--- src/sv/rar_pkg.sv ---
// Shared widths, operation codes and the queue entry type for the rational reduce unit.
package rar_pkg;

  // Width of each input field
  localparam int IN_W = 16;
  // Cross products and the raw numerator after the add or subtract
  localparam int PROD_W = 2 * IN_W;
  localparam int NUM_W = PROD_W + 1;
  // Magnitudes handled by the reduction datapath
  localparam int MAG_W = NUM_W;
  localparam int K_W = $clog2(MAG_W + 1);
  localparam int CNT_W = $clog2(MAG_W);

  // Result field widths
  localparam int NUM_OUT_W = 33;
  localparam int DEN_OUT_W = 31;

  // Queue between front and back
  localparam int QDEPTH = 2;
  localparam int QPTR_W = $clog2(QDEPTH);
  localparam int QCNT_W = $clog2(QDEPTH + 1);

  // Operation codes
  localparam logic [1:0] CMD_ADD = 2'd0;
  localparam logic [1:0] CMD_SUB = 2'd1;
  localparam logic [1:0] CMD_MUL = 2'd2;
  localparam logic [1:0] CMD_DIV = 2'd3;

  // One classified item waiting for reduction
  typedef struct packed {
    logic signed [NUM_W-1:0]  num;
    logic signed [PROD_W-1:0] den;
    logic                     den_zero;
    logic                     num_zero;
  } rar_entry_t;

endpackage

--- src/sv/rar_ifs.sv ---
// Valid/ready channel interfaces for the input and result words.
interface rar_in_if import rar_pkg::*; ();
  logic                   valid;
  logic                   ready;
  logic [1:0]             cmd;
  logic signed [IN_W-1:0] a_num;
  logic signed [IN_W-1:0] a_den;
  logic signed [IN_W-1:0] b_num;
  logic signed [IN_W-1:0] b_den;

  modport source (output valid, cmd, a_num, a_den, b_num, b_den, input ready);
  modport sink (input valid, cmd, a_num, a_den, b_num, b_den, output ready);
endinterface

interface rar_out_if import rar_pkg::*; ();
  logic                        valid;
  logic                        ready;
  logic signed [NUM_OUT_W-1:0] res_num;
  logic [DEN_OUT_W-1:0]        res_den;
  logic                        zero_den_error;

  modport source (output valid, res_num, res_den, zero_den_error, input ready);
  modport sink (input valid, res_num, res_den, zero_den_error, output ready);
endinterface

--- src/sv/rational_arith_reduce_unit.sv ---
// Top level: rational add/sub/mul/div with reduction to lowest terms.
//
//   Channel   Dir  Handshake      Word
//   in_ch     in   valid/ready    cmd, a_num, a_den, b_num, b_den
//   out_ch    out  valid/ready    res_num, res_den, zero_den_error
//
// The front end takes a word each cycle its product stage can drain and queues it
// two deep. The back end reduces one word at a time: a load from the queue, a binary
// GCD of one step a cycle, a bit-serial division by the GCD and a load into the
// result register; the GCD loop and divider set the rate. Zero-denominator and
// zero-numerator words skip the GCD and division. Synchronous active-low reset
// empties the queue and result register. A stalled result register holds the back
// end; the full queue then holds the front end.
module rational_arith_reduce_unit import rar_pkg::*; (
  input  logic      clk,
  input  logic      rst_n,
  rar_in_if.sink    in_ch,
  rar_out_if.source out_ch
);

  logic       push_valid, push_ready;
  rar_entry_t push_data;
  logic       pop_valid, pop_ready;
  rar_entry_t pop_data;

  rar_front u_front (
    .clk        (clk),
    .rst_n      (rst_n),
    .in_ch      (in_ch),
    .push_valid (push_valid),
    .push_ready (push_ready),
    .push_data  (push_data)
  );

  rar_queue u_queue (
    .clk        (clk),
    .rst_n      (rst_n),
    .push_valid (push_valid),
    .push_ready (push_ready),
    .push_data  (push_data),
    .pop_valid  (pop_valid),
    .pop_ready  (pop_ready),
    .pop_data   (pop_data)
  );

  rar_back u_back (
    .clk       (clk),
    .rst_n     (rst_n),
    .pop_valid (pop_valid),
    .pop_ready (pop_ready),
    .pop_data  (pop_data),
    .out_ch    (out_ch)
  );

endmodule

--- src/sv/rar_front.sv ---
// Front end: accepts input words, forms the cross products and classifies the raw fraction.
module rar_front import rar_pkg::*; (
  input  logic       clk,
  input  logic       rst_n,
  rar_in_if.sink     in_ch,
  output logic       push_valid,
  input  logic       push_ready,
  output rar_entry_t push_data
);

  logic                     valid_a_r;
  logic signed [PROD_W-1:0] p0_r;
  logic signed [PROD_W-1:0] p1_r;
  logic signed [PROD_W-1:0] pd_r;
  logic                     sub_r;

  logic signed [PROD_W-1:0] an_x, ad_x, bn_x, bd_x;
  logic signed [PROD_W-1:0] m0_b, md_b;
  logic signed [PROD_W-1:0] p0_nxt, p1_nxt, pd_nxt;
  logic                     use_p1;
  logic                     take;
  logic signed [NUM_W-1:0]  num_sum;

  // Accept while the product stage is empty or drains this cycle
  assign in_ch.ready = !valid_a_r || push_ready;
  assign take = in_ch.valid && in_ch.ready;

  // Select multiplier operands by operation
  assign an_x = PROD_W'(in_ch.a_num);
  assign ad_x = PROD_W'(in_ch.a_den);
  assign bn_x = PROD_W'(in_ch.b_num);
  assign bd_x = PROD_W'(in_ch.b_den);

  always_comb begin
    m0_b   = bd_x;
    md_b   = bd_x;
    use_p1 = 1'b0;
    unique case (in_ch.cmd)
      CMD_ADD: begin
        use_p1 = 1'b1;
      end
      CMD_SUB: begin
        use_p1 = 1'b1;
      end
      CMD_MUL: begin
        m0_b = bn_x;
      end
      CMD_DIV: begin
        md_b = bn_x;
      end
      default: begin
        use_p1 = 1'b0;
      end
    endcase
  end

  assign p0_nxt = an_x * m0_b;
  assign p1_nxt = use_p1 ? (ad_x * bn_x) : '0;
  assign pd_nxt = ad_x * md_b;

  // Hold the product stage valid flag
  always_ff @(posedge clk) begin
    if (!rst_n) begin
      valid_a_r <= 1'b0;
    end else if (take) begin
      valid_a_r <= 1'b1;
    end else if (push_ready) begin
      valid_a_r <= 1'b0;
    end
  end

  // Capture products of the accepted word
  always_ff @(posedge clk) begin
    if (take) begin
      p0_r  <= p0_nxt;
      p1_r  <= p1_nxt;
      pd_r  <= pd_nxt;
      sub_r <= (in_ch.cmd == CMD_SUB);
    end
  end

  // Combine products and classify for the back end
  assign num_sum = sub_r ? (NUM_W'(p0_r) - NUM_W'(p1_r)) : (NUM_W'(p0_r) + NUM_W'(p1_r));

  assign push_valid         = valid_a_r;
  assign push_data.num      = num_sum;
  assign push_data.den      = pd_r;
  assign push_data.den_zero = (pd_r == '0);
  assign push_data.num_zero = (num_sum == '0);

endmodule

--- src/sv/rar_queue.sv ---
// Short queue that decouples the front end from the reduction back end.
module rar_queue import rar_pkg::*; (
  input  logic       clk,
  input  logic       rst_n,
  input  logic       push_valid,
  output logic       push_ready,
  input  rar_entry_t push_data,
  output logic       pop_valid,
  input  logic       pop_ready,
  output rar_entry_t pop_data
);

  rar_entry_t        slot_r [QDEPTH];
  logic [QPTR_W-1:0] wr_ptr_r, rd_ptr_r;
  logic [QCNT_W-1:0] cnt_r;
  logic              do_push, do_pop;

  assign push_ready = (cnt_r != QCNT_W'(QDEPTH));
  assign pop_valid  = (cnt_r != '0);
  assign pop_data   = slot_r[rd_ptr_r];
  assign do_push    = push_valid && push_ready;
  assign do_pop     = pop_valid && pop_ready;

  // Advance pointers and fill count
  always_ff @(posedge clk) begin
    if (!rst_n) begin
      wr_ptr_r <= '0;
      rd_ptr_r <= '0;
      cnt_r    <= '0;
    end else begin
      if (do_push) begin
        wr_ptr_r <= (wr_ptr_r == QPTR_W'(QDEPTH - 1)) ? '0 : wr_ptr_r + 1'b1;
      end
      if (do_pop) begin
        rd_ptr_r <= (rd_ptr_r == QPTR_W'(QDEPTH - 1)) ? '0 : rd_ptr_r + 1'b1;
      end
      if (do_push && !do_pop) begin
        cnt_r <= cnt_r + 1'b1;
      end else if (do_pop && !do_push) begin
        cnt_r <= cnt_r - 1'b1;
      end
    end
  end

  // Store the incoming word
  always_ff @(posedge clk) begin
    if (do_push) begin
      slot_r[wr_ptr_r] <= push_data;
    end
  end

endmodule

--- src/sv/rar_back.sv ---
// Back end: binary GCD, bit-serial division by the GCD and the result register.
module rar_back import rar_pkg::*; (
  input  logic       clk,
  input  logic       rst_n,
  input  logic       pop_valid,
  output logic       pop_ready,
  input  rar_entry_t pop_data,
  rar_out_if.source  out_ch
);

  localparam logic [1:0] ST_IDLE = 2'd0;
  localparam logic [1:0] ST_GCD  = 2'd1;
  localparam logic [1:0] ST_DIV  = 2'd2;
  localparam logic [1:0] ST_OUT  = 2'd3;

  logic [1:0]                  state_r, state_nxt;
  logic                        out_valid_r, out_valid_nxt;
  logic                        neg_r, neg_nxt;
  logic                        err_r, err_nxt;
  logic [MAG_W-1:0]            u_r, u_nxt;
  logic [MAG_W-1:0]            v_r, v_nxt;
  logic [K_W-1:0]              k_r, k_nxt;
  logic [MAG_W-1:0]            g_r, g_nxt;
  logic [MAG_W-1:0]            qn_r, qn_nxt;
  logic [MAG_W-1:0]            qd_r, qd_nxt;
  logic [MAG_W-1:0]            rn_r, rn_nxt;
  logic [MAG_W-1:0]            rd_r, rd_nxt;
  logic [CNT_W-1:0]            cnt_r, cnt_nxt;
  logic signed [NUM_OUT_W-1:0] res_num_r;
  logic [DEN_OUT_W-1:0]        res_den_r;
  logic                        res_err_r;

  logic                        out_free, out_load;
  logic signed [NUM_W-1:0]     den_ext, num_abs, den_abs;
  logic [MAG_W:0]              rn_sh, rd_sh, g_ext;
  logic                        rn_ge, rd_ge;
  logic [MAG_W-1:0]            u_minus_v, v_minus_u;
  logic signed [MAG_W:0]       signed_q;

  assign out_free  = !out_valid_r || out_ch.ready;
  assign out_load  = (state_r == ST_OUT) && out_free;
  assign pop_ready = (state_r == ST_IDLE);

  // Magnitudes of the popped fraction
  assign den_ext = NUM_W'(pop_data.den);
  assign num_abs = pop_data.num[NUM_W-1] ? -pop_data.num : pop_data.num;
  assign den_abs = den_ext[NUM_W-1] ? -den_ext : den_ext;

  // One restoring division step on both quotients
  assign g_ext     = {1'b0, g_r};
  assign rn_sh     = {rn_r, qn_r[MAG_W-1]};
  assign rd_sh     = {rd_r, qd_r[MAG_W-1]};
  assign rn_ge     = (rn_sh >= g_ext);
  assign rd_ge     = (rd_sh >= g_ext);
  assign u_minus_v = u_r - v_r;
  assign v_minus_u = v_r - u_r;

  // Sign goes on the numerator
  assign signed_q = neg_r ? -$signed({1'b0, qn_r}) : $signed({1'b0, qn_r});

  always_comb begin
    state_nxt = state_r;
    neg_nxt   = neg_r;
    err_nxt   = err_r;
    u_nxt     = u_r;
    v_nxt     = v_r;
    k_nxt     = k_r;
    g_nxt     = g_r;
    qn_nxt    = qn_r;
    qd_nxt    = qd_r;
    rn_nxt    = rn_r;
    rd_nxt    = rd_r;
    cnt_nxt   = cnt_r;
    unique case (state_r)
      ST_IDLE: begin
        if (pop_valid) begin
          neg_nxt = 1'b0;
          err_nxt = 1'b0;
          priority if (pop_data.den_zero) begin
            // Zero denominator: flag the error, zero fraction
            err_nxt   = 1'b1;
            qn_nxt    = '0;
            qd_nxt    = '0;
            state_nxt = ST_OUT;
          end else if (pop_data.num_zero) begin
            // Zero numerator reduces to 0/1
            qn_nxt    = '0;
            qd_nxt    = MAG_W'(1);
            state_nxt = ST_OUT;
          end else begin
            neg_nxt   = pop_data.num[NUM_W-1] ^ pop_data.den[PROD_W-1];
            qn_nxt    = MAG_W'(num_abs);
            qd_nxt    = MAG_W'(den_abs);
            u_nxt     = MAG_W'(num_abs);
            v_nxt     = MAG_W'(den_abs);
            k_nxt     = '0;
            state_nxt = ST_GCD;
          end
        end
      end
      ST_GCD: begin
        if (u_r == '0 || v_r == '0) begin
          // GCD found: restore the common power of two
          g_nxt     = (u_r | v_r) << k_r;
          rn_nxt    = '0;
          rd_nxt    = '0;
          cnt_nxt   = CNT_W'(MAG_W - 1);
          state_nxt = ST_DIV;
        end else begin
          unique case ({u_r[0], v_r[0]})
            2'b00: begin
              u_nxt = u_r >> 1;
              v_nxt = v_r >> 1;
              k_nxt = k_r + 1'b1;
            end
            2'b01: begin
              u_nxt = u_r >> 1;
            end
            2'b10: begin
              v_nxt = v_r >> 1;
            end
            default: begin
              // Both odd: the difference is even, halve it at once
              if (u_r >= v_r) begin
                u_nxt = u_minus_v >> 1;
              end else begin
                v_nxt = v_minus_u >> 1;
              end
            end
          endcase
        end
      end
      ST_DIV: begin
        qn_nxt = {qn_r[MAG_W-2:0], rn_ge};
        qd_nxt = {qd_r[MAG_W-2:0], rd_ge};
        rn_nxt = rn_ge ? MAG_W'(rn_sh - g_ext) : MAG_W'(rn_sh);
        rd_nxt = rd_ge ? MAG_W'(rd_sh - g_ext) : MAG_W'(rd_sh);
        if (cnt_r == '0) begin
          state_nxt = ST_OUT;
        end else begin
          cnt_nxt = cnt_r - 1'b1;
        end
      end
      ST_OUT: begin
        if (out_free) begin
          state_nxt = ST_IDLE;
        end
      end
      default: begin
        state_nxt = ST_IDLE;
      end
    endcase
  end

  // Output valid: set on load, drop when taken
  always_comb begin
    if (out_load) begin
      out_valid_nxt = 1'b1;
    end else if (out_ch.ready) begin
      out_valid_nxt = 1'b0;
    end else begin
      out_valid_nxt = out_valid_r;
    end
  end

  // Control registers
  always_ff @(posedge clk) begin
    if (!rst_n) begin
      state_r     <= ST_IDLE;
      out_valid_r <= 1'b0;
    end else begin
      state_r     <= state_nxt;
      out_valid_r <= out_valid_nxt;
    end
  end

  // Datapath registers
  always_ff @(posedge clk) begin
    neg_r <= neg_nxt;
    err_r <= err_nxt;
    u_r   <= u_nxt;
    v_r   <= v_nxt;
    k_r   <= k_nxt;
    g_r   <= g_nxt;
    qn_r  <= qn_nxt;
    qd_r  <= qd_nxt;
    rn_r  <= rn_nxt;
    rd_r  <= rd_nxt;
    cnt_r <= cnt_nxt;
  end

  // Result register
  always_ff @(posedge clk) begin
    if (out_load) begin
      res_num_r <= NUM_OUT_W'(signed_q);
      res_den_r <= DEN_OUT_W'(qd_r);
      res_err_r <= err_r;
    end
  end

  assign out_ch.valid          = out_valid_r;
  assign out_ch.res_num        = res_num_r;
  assign out_ch.res_den        = res_den_r;
  assign out_ch.zero_den_error = res_err_r;

endmodule
--- src/flat_wrapper.sv ---
// flat-port wrapper written by rule: the top's interface ports become plain ports
module rational_arith_reduce_unit_flat import rar_pkg::*;
  (clk, rst_n, in_ch_valid, in_ch_cmd, in_ch_a_num, in_ch_a_den, in_ch_b_num, in_ch_b_den, in_ch_ready, out_ch_valid, out_ch_res_num, out_ch_res_den, out_ch_zero_den_error, out_ch_ready);
  rar_in_if in_ch_i ();
  rar_out_if out_ch_i ();
  input  logic clk;
  input  logic rst_n;
  input wire logic [$bits(in_ch_i.valid)-1:0] in_ch_valid;
  input wire logic [$bits(in_ch_i.cmd)-1:0] in_ch_cmd;
  input wire logic [$bits(in_ch_i.a_num)-1:0] in_ch_a_num;
  input wire logic [$bits(in_ch_i.a_den)-1:0] in_ch_a_den;
  input wire logic [$bits(in_ch_i.b_num)-1:0] in_ch_b_num;
  input wire logic [$bits(in_ch_i.b_den)-1:0] in_ch_b_den;
  output wire logic [$bits(in_ch_i.ready)-1:0] in_ch_ready;
  output wire logic [$bits(out_ch_i.valid)-1:0] out_ch_valid;
  output wire logic [$bits(out_ch_i.res_num)-1:0] out_ch_res_num;
  output wire logic [$bits(out_ch_i.res_den)-1:0] out_ch_res_den;
  output wire logic [$bits(out_ch_i.zero_den_error)-1:0] out_ch_zero_den_error;
  input wire logic [$bits(out_ch_i.ready)-1:0] out_ch_ready;
  assign in_ch_i.valid = in_ch_valid;
  assign in_ch_i.cmd = in_ch_cmd;
  assign in_ch_i.a_num = in_ch_a_num;
  assign in_ch_i.a_den = in_ch_a_den;
  assign in_ch_i.b_num = in_ch_b_num;
  assign in_ch_i.b_den = in_ch_b_den;
  assign in_ch_ready = in_ch_i.ready;
  assign out_ch_valid = out_ch_i.valid;
  assign out_ch_res_num = out_ch_i.res_num;
  assign out_ch_res_den = out_ch_i.res_den;
  assign out_ch_zero_den_error = out_ch_i.zero_den_error;
  assign out_ch_i.ready = out_ch_ready;
  rational_arith_reduce_unit u_core (.clk(clk), .rst_n(rst_n), .in_ch(in_ch_i), .out_ch(out_ch_i));
endmodule
--- config.mk ---
export PLATFORM = sky130hd
export DESIGN_NAME = rational_arith_reduce_unit_flat
export DESIGN_NICKNAME = d
export VERILOG_FILES = /design/src/sv/rar_pkg.sv /design/src/sv/rar_ifs.sv /design/src/sv/rational_arith_reduce_unit.sv /design/src/sv/rar_front.sv /design/src/sv/rar_queue.sv /design/src/sv/rar_back.sv /design/src/flat_wrapper.sv
export SDC_FILE = /design/constraint.sdc
export NUM_CORES = 2
export LEC_CHECK = 0
export ABC_CLOCK_PERIOD_IN_PS = 15850
export BUFFER_PORTS_ARGS = -buffer_cell sky130_fd_sc_hd__buf_2
export CAP_MARGIN = 30
export CORE_ASPECT_RATIO = 0.6
export CORE_MARGIN = 2
export CORE_UTILIZATION = 55
export CTS_CLUSTER_DIAMETER = 50
export DETAILED_ROUTE_END_ITERATION = 10
export PLACE_DENSITY = 0.79
export SLEW_MARGIN = 20
export SYNTH_ARGS = -nofsm -noshare
export SYNTH_HDL_FRONTEND = slang
export SYNTH_SLANG_ARGS = --single-unit
--- constraint.sdc ---
create_clock -name clk -period 15.85 [get_ports clk]
set_input_delay 1.585 -clock clk [delete_from_list [all_inputs] [get_ports clk]]
set_output_delay 1.585 -clock clk [all_outputs]
set_load 0.005 [all_outputs]
==> impl_metrics.csv <==
group,metric,value,unit
clock_tree,cts_root_buf,"clkbuf_16",
outcome,status,"finished, final reports clean",
sta,hold_viol,0,
synth,synth_warnings,0,
setup_path,worstSetupPathType,"input pin to flop",
finish,ff_latch_area,16400,um^2
routing,postRouteAntennaNets,0,
routing,vias,49300,
synth,ys_seq_elements,550,
synth,yosysTopAreaCellShare,25.3,%
flow_run,cap_violations,0,
synth,avgSynthCellArea,9.75,um^2
setup_path,end_kind,"flop",
synth,ys_types,92,
placed_design,gp_congestion,1.03,
routing,wl,184,mm
floorplan,die_w,445,um
routing,drtIter0Drc,5832,
sta,fin_skew,0.0385,ns
synth,synth_edf_count,541,
global_route,grtUsageTotal,31.2,%
setup_path,worst_path_max_delay_cell,"nand2b_1",
synth,synth.area.top_cells,"edfxtp_1 25%, fa_1 25%, ha_1 8.9%",
placed_design,hpwl,145,mm
synth,ys_seq_area_share,25.6,%
sta,setup_viol,0,
finish,fillers,9452,
routing,via_per_inst,6.08,
clock_tree,cts_tree,"done",
routing,drc,0,
sta,worst_pin_slew,1.11,ns
clock_tree,postCtsSetupRepairBufs,0,
clock_tree,cts_resized,0,
setup_path,slowest_delay,0.68,ns
clock_tree,clockBufferDepth,3,
setup_path,cpMostUsedCell,"fa_1",
sta,fmax,106,MHz
global_route,antenna_found_initial,10,
clock_tree,h-tree-depth,2,
placed_design,portBuffers,136,
finish,nNetsFinal,7859,
sta,rsz0062_at_grt,"no",
clock_tree,path_clk_slew,0.07,ns
clock_tree,hold_buffers,0,
global_route,grt_pass1_wl,288,mm
sta,drv_slew,0,
floorplan,start_util,55.8,%
min_path,min_path_type,"flop to flop",
clock_tree,numCtsBuffers,54,
floorplan,ioPinCount,137,
sta,fin_tns_setup,0,ns
setup_path,crit_required,16.23,ns
floorplan,die-area,119000,um^2
sta,min_period,9.48,ns
setup_path,crit_arrival,9.86,ns
floorplan,coreArea,115000,um^2
clock_tree,cts_sinks,550,
finish,multi_input_area,42600,um^2
setup_path,path_max_fanout,37,
global_route,overflow,0,
global_route,grt_pass1_vias,49200,
routing,first_pass_iters,7,
clock_tree,clock_latency,0.66,ns
sta,fin_crit_sh,59.8,%
finish,drive_gt1_share,6.13,%
synth,synthArstFlopShare,0,%
finish,areaGrowthSynthToFinish,6.06,%
synth,syn-instance-count,6577,
synth,ys.flop_type,"edfxtp_1",
routing,wl_per_cell,22.6,um
setup_path,start_kind,"input pin",
global_route,grt_max_degree,75,
synth,synth_fp_nets,7893,
floorplan,die_h,268,um
sta,relSlewSlack,25.4,%
synth,syn_area,64100,um^2
floorplan,rows,96,
synth,synth_top_area_cell,"edfxtp_1",
setup_path,cp_cell_sequence,"buf_2, nand2b_1, mux2_2, and2_1, fa_1, inv_1, fa_1, fa_1, fa_1, inv_1, fa_1, fa_1, ha_1, a21o_1, a21oi_1, o211ai_1, a31oi_1, o31a_1, o31ai_1, a31oi_1, o21ai_0, nor4_1, a311o_1",
-- kinds of logic after synthesis --
kind of cell | share of synthesized area (%)
XOR/XNOR | 5.04
adder cells (fa/ha/maj) | 33.6
buffers and inverters | 8.01
other | 0.00585
multiplexers | 3.57
flip-flops | 25.6
AND/OR/NAND/NOR | 13.6
AO/OA/AOI/OAI | 10.6
-- synthesized netlist by cell type, types with 11 or more instances --
cell type     n
fa_1        791
o22ai_1      15
or4_1        13
o21ai_0     274
o211ai_1     47
inv_1      1081
a21o_1       74
or3_1        32
and2_1      327
mux2i_1     115
nor2_1      351
a211oi_1     54
nand4_1      22
nor4_1       48
a21oi_1     324
nand2b_1     65
nand2_1     595
nand3_1      81
ha_1        455
a31oi_1      45
edfxtp_1    541
o21a_1       26
or2_2        23
o32a_1       11
nor3b_1      19
xor2_1       90
buf_1        14
o21bai_1     32
a22o_1       30
clkbuf_1    243
and3_1       31
buf_2        13
xnor2_1     279
nor2b_1      78
mux4_2       30
o31ai_1      21
nor3_1       81
mux2_2       41
-- final timing paths --
check | start | end | slack, ns | cells past startpoint
max reg2reg | u_core.u_front.p1_r[0]$_SDFFCE_PN0P_ | u_core.u_queue.slot_r[1][0]$_DFFE_PP_ | 9.18 | 18
min reg2reg | u_core.u_back.err_r$_DFFE_PP_ | u_core.u_back.out_ch.zero_den_error$_DFFE_PP_ | 0.42 | 0
max | in_ch_cmd[1] | u_core.u_front.p0_r[30]$_DFFE_PP_ | 6.37 | 23
min | u_core.u_back.err_r$_DFFE_PP_ | u_core.u_back.out_ch.zero_den_error$_DFFE_PP_ | 0.42 | 0
-- registers in the layout (all words and copies together) (netlist names), 2 cells and up, named ones only --
register                      flops
u_core.u_back.state_r             2
u_core.u_back.rd_r               33
u_core.u_front.p1_r              32
u_core.u_back.rn_r               33
u_core.u_back.out_ch.res_num     33
u_core.u_front.pd_r              32
u_core.u_back.u_r                33
u_core.u_back.k_r                 6
u_core.u_back.v_r                33
u_core.u_front.p0_r              32
u_core.u_queue.slot_r           134
u_core.u_back.out_ch.res_den     31
u_core.u_back.g_r                33
u_core.u_back.qn_r               33
u_core.u_queue.cnt_r              2
u_core.u_back.qd_r               33
u_core.u_back.cnt_r               6
-- metrics by stage --
stage          hold slack [ns]  utilization [%]  worst slack, ns  instances  cell area [um^2]
6_report                 0.424             59.2             6.37       8112             68000
5_1_grt                  0.436             59.2             5.95       8110             68000
4_1_cts                  0.422             59.0             6.46       8097             67800
3_5_place_dp             0.406             57.4             5.83       7997             66000
3_3_place_gp             0.426             57.4             6.08       7993             66000
2_1_floorplan            0.400                -             7.17       6577             64100
-- per-layer routing --
metal	vias up	track usage [%]	share of wire, %
met5	-	0	0.0038
met4	2	7.69	2.8
met3	304	9.07	14
met2	2979	43.0	40
met1	24400	47.8	43
li1	21600	-	-
-- worst max-delay path: cells and delay by family --
| family | cells | cell delay, ns |
|---|---|---|
| muxes | 1 | 0.65 |
| adders and majority gates | 7 | 3.39 |
| AOI/OAI and AO/OA | 9 | 2.52 |
| buffers and inverters | 3 | 0.65 |
| and+or+nand+nor | 3 | 1.02 |
-- layout make-up --
class	count	area share [%]
Clock inverter	37	0.576
Multi-Input combinational cell	4669	62.7
Clock buffer	63	2.08
Inverter	1083	5.98
Sequential cell	550	24.2
Antenna cell	6	0.0221
Tap cell	1519	2.79
Timing Repair Buffer	185	1.70
-- cell usage in the layout, fill, tap and decap left out, types with 81 or more instances in the layout --
| cell type | count |
|---|---|
| xnor2_1 | 279 |
| nor2_1 | 347 |
| buf_2 | 137 |
| inv_1 | 1081 |
| o21ai_0 | 273 |
| xor2_1 | 90 |
| a21oi_1 | 323 |
| mux2i_1 | 114 |
| nor3_1 | 81 |
| nand2_1 | 595 |
| edfxtp_1 | 541 |
| fa_1 | 791 |
| ha_1 | 453 |
| and2_1 | 326 |
Power is not shown: default switching activity piles up to over one toggle a cycle in this logic, so the estimate is an artifact.
